**src/hw/rtl/rclpf_pkg.sv**
```systemverilog
// Package for the radio control link packet framer: types, constants and frame layout.
`timescale 1ns / 1ps

package rclpf_pkg;

  localparam int unsigned FrameLen   = 16;
  localparam int unsigned IndexWidth = 4;

  localparam logic [IndexWidth-1:0] LastIndex = IndexWidth'(FrameLen - 1);

  // Configuration register indexes
  typedef enum logic [1:0] {
    REG_TRANSMITTER_ID     = 2'd0,
    REG_SESSION_ID         = 2'd1,
    REG_RF_CHANNEL         = 2'd2,
    REG_VIDEO_TX_FREQUENCY = 2'd3
  } reg_index_t;

  // Reset values of the configuration registers
  localparam logic [31:0] TransmitterIdReset = 32'hDB04_2679;
  localparam logic [31:0] SessionIdReset     = 32'h0000_0000;
  localparam logic [7:0]  RfChannelReset     = 8'h00;
  localparam logic [15:0] VideoFreqReset     = 16'd5885;

  // Frame header and fixed bytes
  localparam logic [7:0] HdrFreqUpdate = 8'h40;
  localparam logic [7:0] HdrControl    = 8'h20;
  localparam logic [7:0] FreqTrailer   = 8'h82;
  localparam logic [7:0] DataByte10    = 8'h64;
  localparam logic [7:0] BindByte6     = 8'h08;
  localparam logic [7:0] BindByte7     = 8'hE4;
  localparam logic [7:0] BindByte8     = 8'hEA;
  localparam logic [7:0] BindByte9     = 8'h9E;
  localparam logic [7:0] BindByte10    = 8'h50;

  // Flag byte
  localparam logic [7:0] FlagsDefault = 8'h0E;
  localparam logic [7:0] FlagsBase    = 8'h02;
  localparam logic [7:0] FlagVideo    = 8'h01;
  localparam logic [7:0] FlagLed      = 8'h04;
  localparam logic [7:0] FlagFlip     = 8'h08;

  // Packet counter
  localparam logic [6:0] CountLimit = 7'd100;
  localparam logic [6:0] CountMax   = 7'd127;

  typedef logic [FrameLen-1:0][7:0] frame_t;

  typedef struct packed {
    logic [31:0] transmitter_id;
    logic [31:0] session_id;
    logic [7:0]  rf_channel;
    logic [15:0] video_tx_frequency;
  } cfg_t;

  typedef struct packed {
    logic       req_type;
    logic [7:0] bind_stage;
    logic [7:0] throttle;
    logic [7:0] rudder;
    logic [7:0] elevator;
    logic [7:0] aileron;
    logic       led_enable;
    logic       flip_enable;
    logic       video_enable;
  } req_t;

  // Status of the byte serialiser towards the input side
  typedef struct packed {
    logic busy;       // a frame is held and not yet fully sent
    logic finishing;  // the last byte is transferred at this edge
  } ser_stat_t;

endpackage

```
**src/hw/rtl/rclpf_builder.sv**
```systemverilog
// Frame builder: composes one 16-byte frame with checksum and keeps the link state.
`timescale 1ns / 1ps

module rclpf_builder (
  input  logic           clk,
  input  logic           rst,
  input  rclpf_pkg::cfg_t cfg,
  input  rclpf_pkg::req_t req,
  input  logic           load,
  output rclpf_pkg::frame_t frame
);
  import rclpf_pkg::*;

  logic [15:0] last_freq;
  logic [15:0] last_freq_next;
  logic [6:0]  count;
  logic [6:0]  count_next;
  logic [6:0]  count_mid;
  logic        freq_update;
  frame_t      body;
  logic [7:0]  sum_l1 [8];
  logic [7:0]  sum_l2 [4];
  logic [7:0]  sum_l3 [2];
  logic [7:0]  sum_all;

  function automatic logic [6:0] sat_inc(input logic [6:0] c);
    sat_inc = (c < CountMax) ? 7'(c + 7'd1) : c;
  endfunction

  always_comb begin
    body           = '0;
    last_freq_next = last_freq;
    count_next     = count;
    freq_update    = 1'b0;
    count_mid      = count;
    if (req.req_type) begin
      body[0]  = req.bind_stage;
      body[1]  = cfg.rf_channel;
      body[2]  = cfg.session_id[31:24];
      body[3]  = cfg.session_id[23:16];
      body[4]  = cfg.session_id[15:8];
      body[5]  = cfg.session_id[7:0];
      body[6]  = BindByte6;
      body[7]  = BindByte7;
      body[8]  = BindByte8;
      body[9]  = BindByte9;
      body[10] = BindByte10;
    end else begin
      freq_update = (cfg.video_tx_frequency != last_freq) || (count == CountLimit);
      if (freq_update) begin
        last_freq_next = cfg.video_tx_frequency;
        count_mid      = sat_inc(count);
        body[0]        = HdrFreqUpdate;
        body[1]        = cfg.video_tx_frequency[15:8];
        body[2]        = cfg.video_tx_frequency[7:0];
        body[3]        = FreqTrailer;
      end else begin
        body[0] = HdrControl;
        body[2] = req.throttle;
      end
      body[4] = ~req.rudder;
      body[6] = ~req.elevator;
      body[8] = req.aileron;
      if (count_mid < CountLimit) begin
        body[9]    = FlagsDefault;
        count_next = sat_inc(count_mid);
      end else begin
        body[9]    = FlagsBase
                   | (req.led_enable   ? FlagLed   : 8'h00)
                   | (req.flip_enable  ? FlagFlip  : 8'h00)
                   | (req.video_enable ? FlagVideo : 8'h00);
        count_next = count_mid;
      end
      body[10] = DataByte10;
    end
    body[11] = cfg.transmitter_id[31:24];
    body[12] = cfg.transmitter_id[23:16];
    body[13] = cfg.transmitter_id[15:8];
    body[14] = cfg.transmitter_id[7:0];
  end

  // Checksum: adder tree over bytes 0 to 14 (byte 15 of body is zero here).
  always_comb begin
    for (int i = 0; i < 8; i++) sum_l1[i] = 8'(body[2*i] + body[2*i+1]);
    for (int i = 0; i < 4; i++) sum_l2[i] = 8'(sum_l1[2*i] + sum_l1[2*i+1]);
    for (int i = 0; i < 2; i++) sum_l3[i] = 8'(sum_l2[2*i] + sum_l2[2*i+1]);
    sum_all = 8'(sum_l3[0] + sum_l3[1]);
  end

  always_comb begin
    frame             = body;
    frame[LastIndex]  = 8'(8'h00 - sum_all);
  end

  always_ff @(posedge clk) begin
    if (rst) begin
      last_freq <= '0;
      count     <= '0;
    end else if (load) begin
      last_freq <= last_freq_next;
      count     <= count_next;
    end
  end

  a_count_monotonic: assert property (@(posedge clk) disable iff (rst)
    $past(!rst) |-> count >= $past(count))
    else $error("packet count went backwards");

  a_bind_keeps_state: assert property (@(posedge clk) disable iff (rst)
    load && req.req_type |=> $stable(count) && $stable(last_freq))
    else $error("bind frame changed link state");

  a_update_records_freq: assert property (@(posedge clk) disable iff (rst)
    load && !req.req_type && freq_update |=> last_freq == $past(cfg.video_tx_frequency))
    else $error("frequency update not recorded");

endmodule

```
**src/hw/rtl/rclpf_serializer.sv**
```systemverilog
// Byte serialiser: holds one finished frame and sends it out one byte per transfer.
`timescale 1ns / 1ps

module rclpf_serializer (
  input  logic                          clk,
  input  logic                          rst,
  input  logic                          load,
  input  rclpf_pkg::frame_t             frame_in,
  input  logic                          out_stall,
  output logic                          out_valid,
  output logic [7:0]                    frame_byte,
  output logic [rclpf_pkg::IndexWidth-1:0] byte_index,
  output logic                          frame_last,
  output rclpf_pkg::ser_stat_t          stat
);
  import rclpf_pkg::*;

  frame_t                frame;
  logic                  busy;
  logic [IndexWidth-1:0] idx;
  logic                  xfer;

  assign xfer           = busy && !out_stall;
  assign out_valid      = busy;
  assign byte_index     = idx;
  assign frame_byte     = frame[idx];
  assign frame_last     = (idx == LastIndex);
  assign stat.busy      = busy;
  assign stat.finishing = xfer && (idx == LastIndex);

  always_ff @(posedge clk) begin
    if (load) begin
      frame <= frame_in;
    end
  end

  always_ff @(posedge clk) begin
    if (rst) begin
      busy <= 1'b0;
      idx  <= '0;
    end else if (load) begin
      busy <= 1'b1;
      idx  <= '0;
    end else if (xfer) begin
      idx <= IndexWidth'(idx + 1'b1);
      if (idx == LastIndex) begin
        busy <= 1'b0;
      end
    end
  end

endmodule

```
**src/hw/rtl/rc_link_packet_framer.sv**
```systemverilog
// Top level of the radio control link packet framer.
`timescale 1ns / 1ps

// Each accepted request builds one 16-byte radio frame, either a bind frame or
// a data frame, and sends it as sixteen byte transfers, byte 0 first, with
// frame_last high on byte 15, the checksum that makes all sixteen bytes sum
// to zero modulo 256. A request is held in an input register; the frame,
// checksum included, is composed in one pass from that register and written
// into the serialiser's frame register at the moment the previous frame's
// last byte is transferred, so that a new request is taken while a frame is
// still going out. One request is taken per frame, as the byte channel and
// out_stall allow, passing the input and serialiser frame registers before
// its first byte. The frequency-update and packet-count state advance when
// a data frame is composed, and configuration is read at that same moment, so
// registers should only be written while no request is waiting or in flight.

module rc_link_packet_framer (
  input  logic        clk,
  input  logic        rst,
  // configuration write port
  input  logic        cfg_write,
  input  logic [1:0]  cfg_index,
  input  logic [31:0] cfg_data,
  // request channel
  input  logic        in_valid,
  output logic        in_stall,
  input  logic        req_type,
  input  logic [7:0]  bind_stage,
  input  logic [7:0]  throttle,
  input  logic [7:0]  rudder,
  input  logic [7:0]  elevator,
  input  logic [7:0]  aileron,
  input  logic        led_enable,
  input  logic        flip_enable,
  input  logic        video_enable,
  // byte channel
  output logic        out_valid,
  input  logic        out_stall,
  output logic [7:0]  frame_byte,
  output logic [3:0]  byte_index,
  output logic        frame_last
);
  import rclpf_pkg::*;

  cfg_t      cfg;
  req_t      req;
  logic      req_held;
  logic      in_xfer;
  logic      load;
  frame_t    frame;
  ser_stat_t ser_stat;

  // Configuration registers.
  always_ff @(posedge clk) begin
    if (rst) begin
      cfg.transmitter_id     <= TransmitterIdReset;
      cfg.session_id         <= SessionIdReset;
      cfg.rf_channel         <= RfChannelReset;
      cfg.video_tx_frequency <= VideoFreqReset;
    end else if (cfg_write) begin
      unique case (reg_index_t'(cfg_index))
        REG_TRANSMITTER_ID:     cfg.transmitter_id     <= cfg_data;
        REG_SESSION_ID:         cfg.session_id         <= cfg_data;
        REG_RF_CHANNEL:         cfg.rf_channel         <= cfg_data[7:0];
        REG_VIDEO_TX_FREQUENCY: cfg.video_tx_frequency <= cfg_data[15:0];
        default: ;
      endcase
    end
  end

  // The held request moves on when the serialiser is empty or is sending its
  // last byte in this cycle.
  assign load     = req_held && (!ser_stat.busy || ser_stat.finishing);
  assign in_stall = req_held && !load;
  assign in_xfer  = in_valid && !in_stall;

  always_ff @(posedge clk) begin
    if (rst) begin
      req_held <= 1'b0;
    end else if (in_xfer) begin
      req_held <= 1'b1;
    end else if (load) begin
      req_held <= 1'b0;
    end
  end

  // Request payload register; it needs no reset.
  always_ff @(posedge clk) begin
    if (in_xfer) begin
      req.req_type     <= req_type;
      req.bind_stage   <= bind_stage;
      req.throttle     <= throttle;
      req.rudder       <= rudder;
      req.elevator     <= elevator;
      req.aileron      <= aileron;
      req.led_enable   <= led_enable;
      req.flip_enable  <= flip_enable;
      req.video_enable <= video_enable;
    end
  end

  rclpf_builder u_builder (
    .clk   (clk),
    .rst   (rst),
    .cfg   (cfg),
    .req   (req),
    .load  (load),
    .frame (frame)
  );

  rclpf_serializer u_serializer (
    .clk        (clk),
    .rst        (rst),
    .load       (load),
    .frame_in   (frame),
    .out_stall  (out_stall),
    .out_valid  (out_valid),
    .frame_byte (frame_byte),
    .byte_index (byte_index),
    .frame_last (frame_last),
    .stat       (ser_stat)
  );

  a_req_captured: assert property (@(posedge clk) disable iff (rst)
    in_xfer |=> req_held)
    else $error("accepted request not held");

  a_bytes_in_order: assert property (@(posedge clk) disable iff (rst)
    out_valid && !out_stall && !frame_last |=>
      out_valid && byte_index == 4'($past(byte_index) + 4'd1))
    else $error("frame bytes out of order");

  a_frame_end: assert property (@(posedge clk) disable iff (rst)
    out_valid && !out_stall && frame_last && !req_held |=> !out_valid)
    else $error("byte sent after the end of the frame");

  a_new_frame_start: assert property (@(posedge clk) disable iff (rst)
    load |=> out_valid && byte_index == '0)
    else $error("new frame does not start at byte zero");

endmodule
```
**config.mk**
```make
export PLATFORM = sky130hd
export DESIGN_NAME = rc_link_packet_framer
export DESIGN_NICKNAME = d
export VERILOG_FILES = /design/src/hw/rtl/rclpf_pkg.sv /design/src/hw/rtl/rclpf_builder.sv /design/src/hw/rtl/rclpf_serializer.sv /design/src/hw/rtl/rc_link_packet_framer.sv
export SDC_FILE = /design/constraint.sdc
export NUM_CORES = 1
export LEC_CHECK = 0
export BUFFER_PORTS_ARGS = -buffer_cell sky130_fd_sc_hd__buf_2
export CAP_MARGIN = 30
export CORE_MARGIN = 10
export CORE_UTILIZATION = 45
export DETAILED_ROUTE_END_ITERATION = 10
export PLACE_DENSITY = 0.69
export SYNTH_ARGS = -nofsm -noshare
export SYNTH_HDL_FRONTEND = slang
export SYNTH_SLANG_ARGS = --single-unit
```
**constraint.sdc**
```tcl
create_clock -name clk -period 8.1 [get_ports clk]
set_input_delay 0.81 -clock clk [delete_from_list [all_inputs] [get_ports clk]]
set_output_delay 0.81 -clock clk [all_outputs]
set_load 0.005 [all_outputs]
```
## Yosys cells after proc, flatten, opt, wreduce, memory -nomap -nowiden

Index checks and enable logic that the tools add are counted.

| cells by class | value |
|---|---|
| order comparisons | 4 |
| add/sub/neg operators | 18 |
| reduce and logical (&&, ||, !) cells | 23 |
| bitwise operators | 5 |
| multiplexer cells | 25 |
| equality and inequality tests | 6 |

Operators with widths:

| kind | number |
|---|---|
| adder 8 bit | 13 |
| two-way mux 8 bit | 8 |
| two-way mux 7 bit | 6 |
| two-way mux 40 bit | 1 |
| binary-select mux 8 bit (select 4 bit) | 1 |
| two-way mux 22 bit | 1 |
| < comparator 7 bit, second input constant | 3 |
| != test 16 bit | 1 |
| inverter 8 bit | 2 |
| bitwise OR 8 bit | 2 |
| adder 7 x 1 -> 7 bit, second input constant | 2 |
| AND reduction 2 bit | 6 |
| adder 7 x 8 -> 8 bit | 1 |
| subtractor 1 x 8 -> 8 bit, first input constant | 1 |
| == test 7 bit, second input constant | 1 |
| two-way mux 1 bit | 6 |
| nonzero test 2 bit | 3 |
| logical AND 1 bit | 5 |
| < comparator 4 x 5 -> 1 bit, second input constant | 1 |
| adder 4 x 1 -> 4 bit, second input constant | 1 |
| == test 2 bit, second input constant | 2 |
| == test 4 bit, second input constant | 1 |
| zero test 1 bit | 4 |
| two-way mux 4 bit | 1 |
| 7 further kinds | 8 |

| word-level totals | value |
|---|---|
| register bits | 289 |
| output and inout port bits | 15 |
| input bits | 83 |
| word-level logic and storage cells | 115 |

## Logic depth before layout (Yosys ltp)

| depth | value |
|---|---|
| depth after elaboration | 12 |
| depth in mapped cells | 27 |
| gate-level depth less buffers | 26 |

## Hierarchy

A second synthesis with hierarchy kept.

| second synthesis, totals | value |
|---|---|
| cells, all modules | 1271 |
| area total of the unflattened synthesis | 15157.0 um^2 |

Modules (own cells, without submodules):

| module | area an instance (um^2) | seq. area each (um^2) | cells an instance | times used |
|---|---|---|---|---|
| rclpf_serializer | 5108.6 | 3943.8 | 224 | 1 |
| rclpf_builder | 5083.6 | 460.4 | 649 | 1 |
| rc_link_packet_framer | 4964.8 | 3103.0 | 398 | 1 |

## Worst setup path after synthesis

OpenSTA, ideal clock, no wires.

| path | value |
|---|---|
| kind | reg-to-reg |
| start | reg cfg[8] (netlist name) |
| end | reg u_serializer.frame[127] in the netlist's numbering, data pin |
| stages on the path, launching flop included | 26 |
| period minus slack after synthesis | 6447 ps |
| buffers on the path | 0 |
| path slack | 1653 ps |
| data required time | 7840 ps |
| arrival time | 6188 ps |
| setup time | 260 ps |
| cell sequence | dfxtp_1 > xnor2_1 > nand4_1 > or3_1 > o21ai_1 > a22o_2 > a21bo_4 > or3_2 > inv_1 > fa_1 > inv_1 > fa_1 > fa_1 > inv_1 > fa_1 > inv_1 > fa_1 > fa_1 > inv_1 > ha_1 > a21o_1 > a21oi_1 > o21bai_1 > a21oi_1 > xnor2_1 > xnor2_1 |

RTL lines:

| item | RTL line | RTL |
|---|---|---|
| end signal: assignment | rclpf_serializer.sv:33 | `frame <= frame_in;` |
| end: declaration | rclpf_serializer.sv:18 | `frame_t frame;` |

==> flow_metrics.tcl <==
set metrics [dict create \
    synthDistinctLibCells 65 \
    finalCritPeriodShare 0.868 \
    peakVddDrop_mv 0.326 \
    rr_worst_depth 25 \
    hold_path_depth 0 \
    vias_per_cell 5.23 \
    synthToLayoutAreaGrowth_pct 13.3 \
    arrival_ns 7.32 \
    rows 63 \
    post-place-cells 1636 \
    grt_max_degree 83 \
    grt_pass1_wl_um 52800 \
    critPathKind "reg2reg" \
    fin_skew_ns 0.0169 \
    fill_cells 2631 \
    finish.instance_area_mm2 0.0152 \
    synth_area_per_cell_um2 11.2 \
    yosys.area.top_type "edfxtp_1" \
    fin_cells 1689 \
    clk_path_buf_depth 3 \
    totalWireLength_um 34100 \
    synth_ff_type "edfxtp_1" \
    min_path_type "reg2reg" \
    final_layout_size_suffix_gt1_frac 0.161 \
    ios 98 \
    initial_core_util 0.455 \
    setup_viol 0 \
    dp_hpwl_um 24800 \
    yosysSeqAreaShare 0.516 \
    critPathLaunchType "flip-flop" \
    slew_violations 0 \
    synth_area_leaders "edfxtp_1 (34%), dfxtp_1 (17%), fa_1 (10%)" \
    drt_first_pass_iters 5 \
    layout_common_cells "nand2_1 (208), edfxtp_1 (153), inv_1 (122), dfxtp_1 (115), buf_2 (96)" \
    grt_usage 0.185 \
    yosys_warnings 0 \
    cts_max_level 1 \
    mostFrequentLayoutCell "nand2_1" \
    power.leakage_uw 0.00618 \
    rsz0062_at_grt "no" \
    fin_nets 1457 \
    route.vias.total 8835 \
    grt_pass1_vias 9003 \
    placed_cell_area_mm2 0.0143 \
    synth.ff_latch_count 270 \
    routedWlPerCell_um 20.2 \
    status "finished, final reports clean" \
    cts_setup_buffers 0 \
    cts_root_buf "clkbuf_16" \
    p_per_area_mw_per_mm2 300 \
    numCtsBuffers 29 \
    slew_headroom 0.351 \
    fin_tns_setup_ns 0 \
    die_y_um 193 \
    coreArea_mm2 0.0296 \
    async_flop_share 0 \
    antenna_cells 0 \
    hold_viol_final 0 \
    gp_congestion 0.875 \
    synth_edf_count 153 \
    clock_sinks 270 \
    crit_path_end_kind "flip-flop" \
    cts_resized 0 \
    clock_latency_ns 0.55 \
    syn_nets 1377 \
    path_clk_slew_ns 0.06 \
    io_buffer_count 97 \
    grt_overflow 0 \
    cp.required_ns 8.39 \
    dr.first_iter.drc_count 619 \
    synth_top_area_frac 0.341 \
    crit_path_max_fanout 16 \
    fin_hold_ws_ns 0.430 \
    die_x_um 193 \
    route.detailed.drc 0 \
    fmax_ghz 0.142 \
    synthCells 1197 \
    ant_nets 0 \
    min_period_ns 7.03 \
    hold_buffers 0 \
    syn-cell-area_mm2 0.0135 \
    die_area_mm2 0.0372 \
    antenna_found_initial 0 \
    worst_pin_slew_ns 0.973 \
    cts_tree "yes" \
    drv_cap 0 \
]
==> final timing paths <==
kind,from,slack [ns],end
max,u_builder.count[0],1.07,u_serializer.frame[127]
min reg2reg,cfg[80],0.43,u_serializer.frame[88]
min,cfg[80],0.43,u_serializer.frame[88]
max reg2reg,u_builder.count[0],1.07,u_serializer.frame[127]
==> metrics by stage <==
step	setup slack, ns	power, uW	util
finish	1.07	4570	0.516
global route	0.678	4900	0.516
CTS	1.07	4620	0.516
detailed placement	1.10	3310	0.484
global placement	1.20	3250	0.484
floorplan	1.65	2950	-
==> metal layers <==
| layer | up-vias | share of wire | track usage |
|---|---|---|---|
| met2 | 289 | 0.47 | 0.296 |
| met1 | 4312 | 0.44 | 0.259 |
| met5 | - | 0 | 0 |
| met4 | 0 | 0.019 | 0.0417 |
| met3 | 49 | 0.072 | 0.0318 |
| li1 | 4185 | - | - |
==> registers in the layout, summed over array words and instances (netlist names) <==
name / count
u_serializer.frame: 109
cfg: 88
req: 44
u_builder.last_freq: 16
u_builder.count: 7
u_serializer.byte_index: 4
req_held: 1
u_serializer.out_valid: 1
==> cell families after synthesis <==
group           count (synthesis)  synth area share
xor+xnor                       49            0.0329
flops                         270             0.516
simple gates                  376             0.127
buf+inv                       182            0.0522
mux                            75            0.0762
compound gates                148            0.0684
fa+ha+maj                      97             0.128
==> final cells by class <==
type                    count  area (um^2)  area share
flip-flops and latches    270         6940       0.455
repair buffers            107          576      0.0377
inverters                 124          468      0.0307
well taps                 390          488      0.0320
clock buffers              45          878      0.0576
clock inverters             8         70.1     0.00459
multi-input cells         745         5830       0.382
==> Yosys cell counts, drive strengths merged, types with 9 or more instances <==
cell and number:
mux2i 47, buf 15, fa 67, ha 30
nor2 69, edfxtp 153, nor2b 11, o21ai 22
mux4 21, or2 9, xnor2 42, and2 14
nand3b 25, nand2 210, clkbuf 43, dfxtp 117
inv 124, a21oi 77
==> worst max-delay path, cell delays in order (launching register included) <==
cell and delay (ns):
dfxtp_1 0.38, inv_1 0.12, ha_1 0.26, a41oi_4 0.18, nand2_2 0.40, a22o_2 0.28
a21bo_4 0.27, or3_2 0.43, inv_1 0.09, fa_1 0.41, inv_1 0.08, fa_1 0.44
fa_1 0.54, inv_1 0.05, fa_1 0.53, inv_1 0.05, fa_1 0.44, fa_1 0.52
inv_1 0.08, ha_1 0.30, a21o_1 0.16, a21oi_1 0.24, o21bai_1 0.09, a21oi_1 0.18
xnor2_1 0.15, xnor2_1 0.09
==> power by group <==
group          internal (uW)  switching (uW)  leakage (uW)
Sequential              1630            48.0       0.00237
Clock                    775             528      0.000469
Combinational            751             837       0.00334
Total                   3160            1410       0.00618
Note: power is estimated with default switching activity, not from simulation.
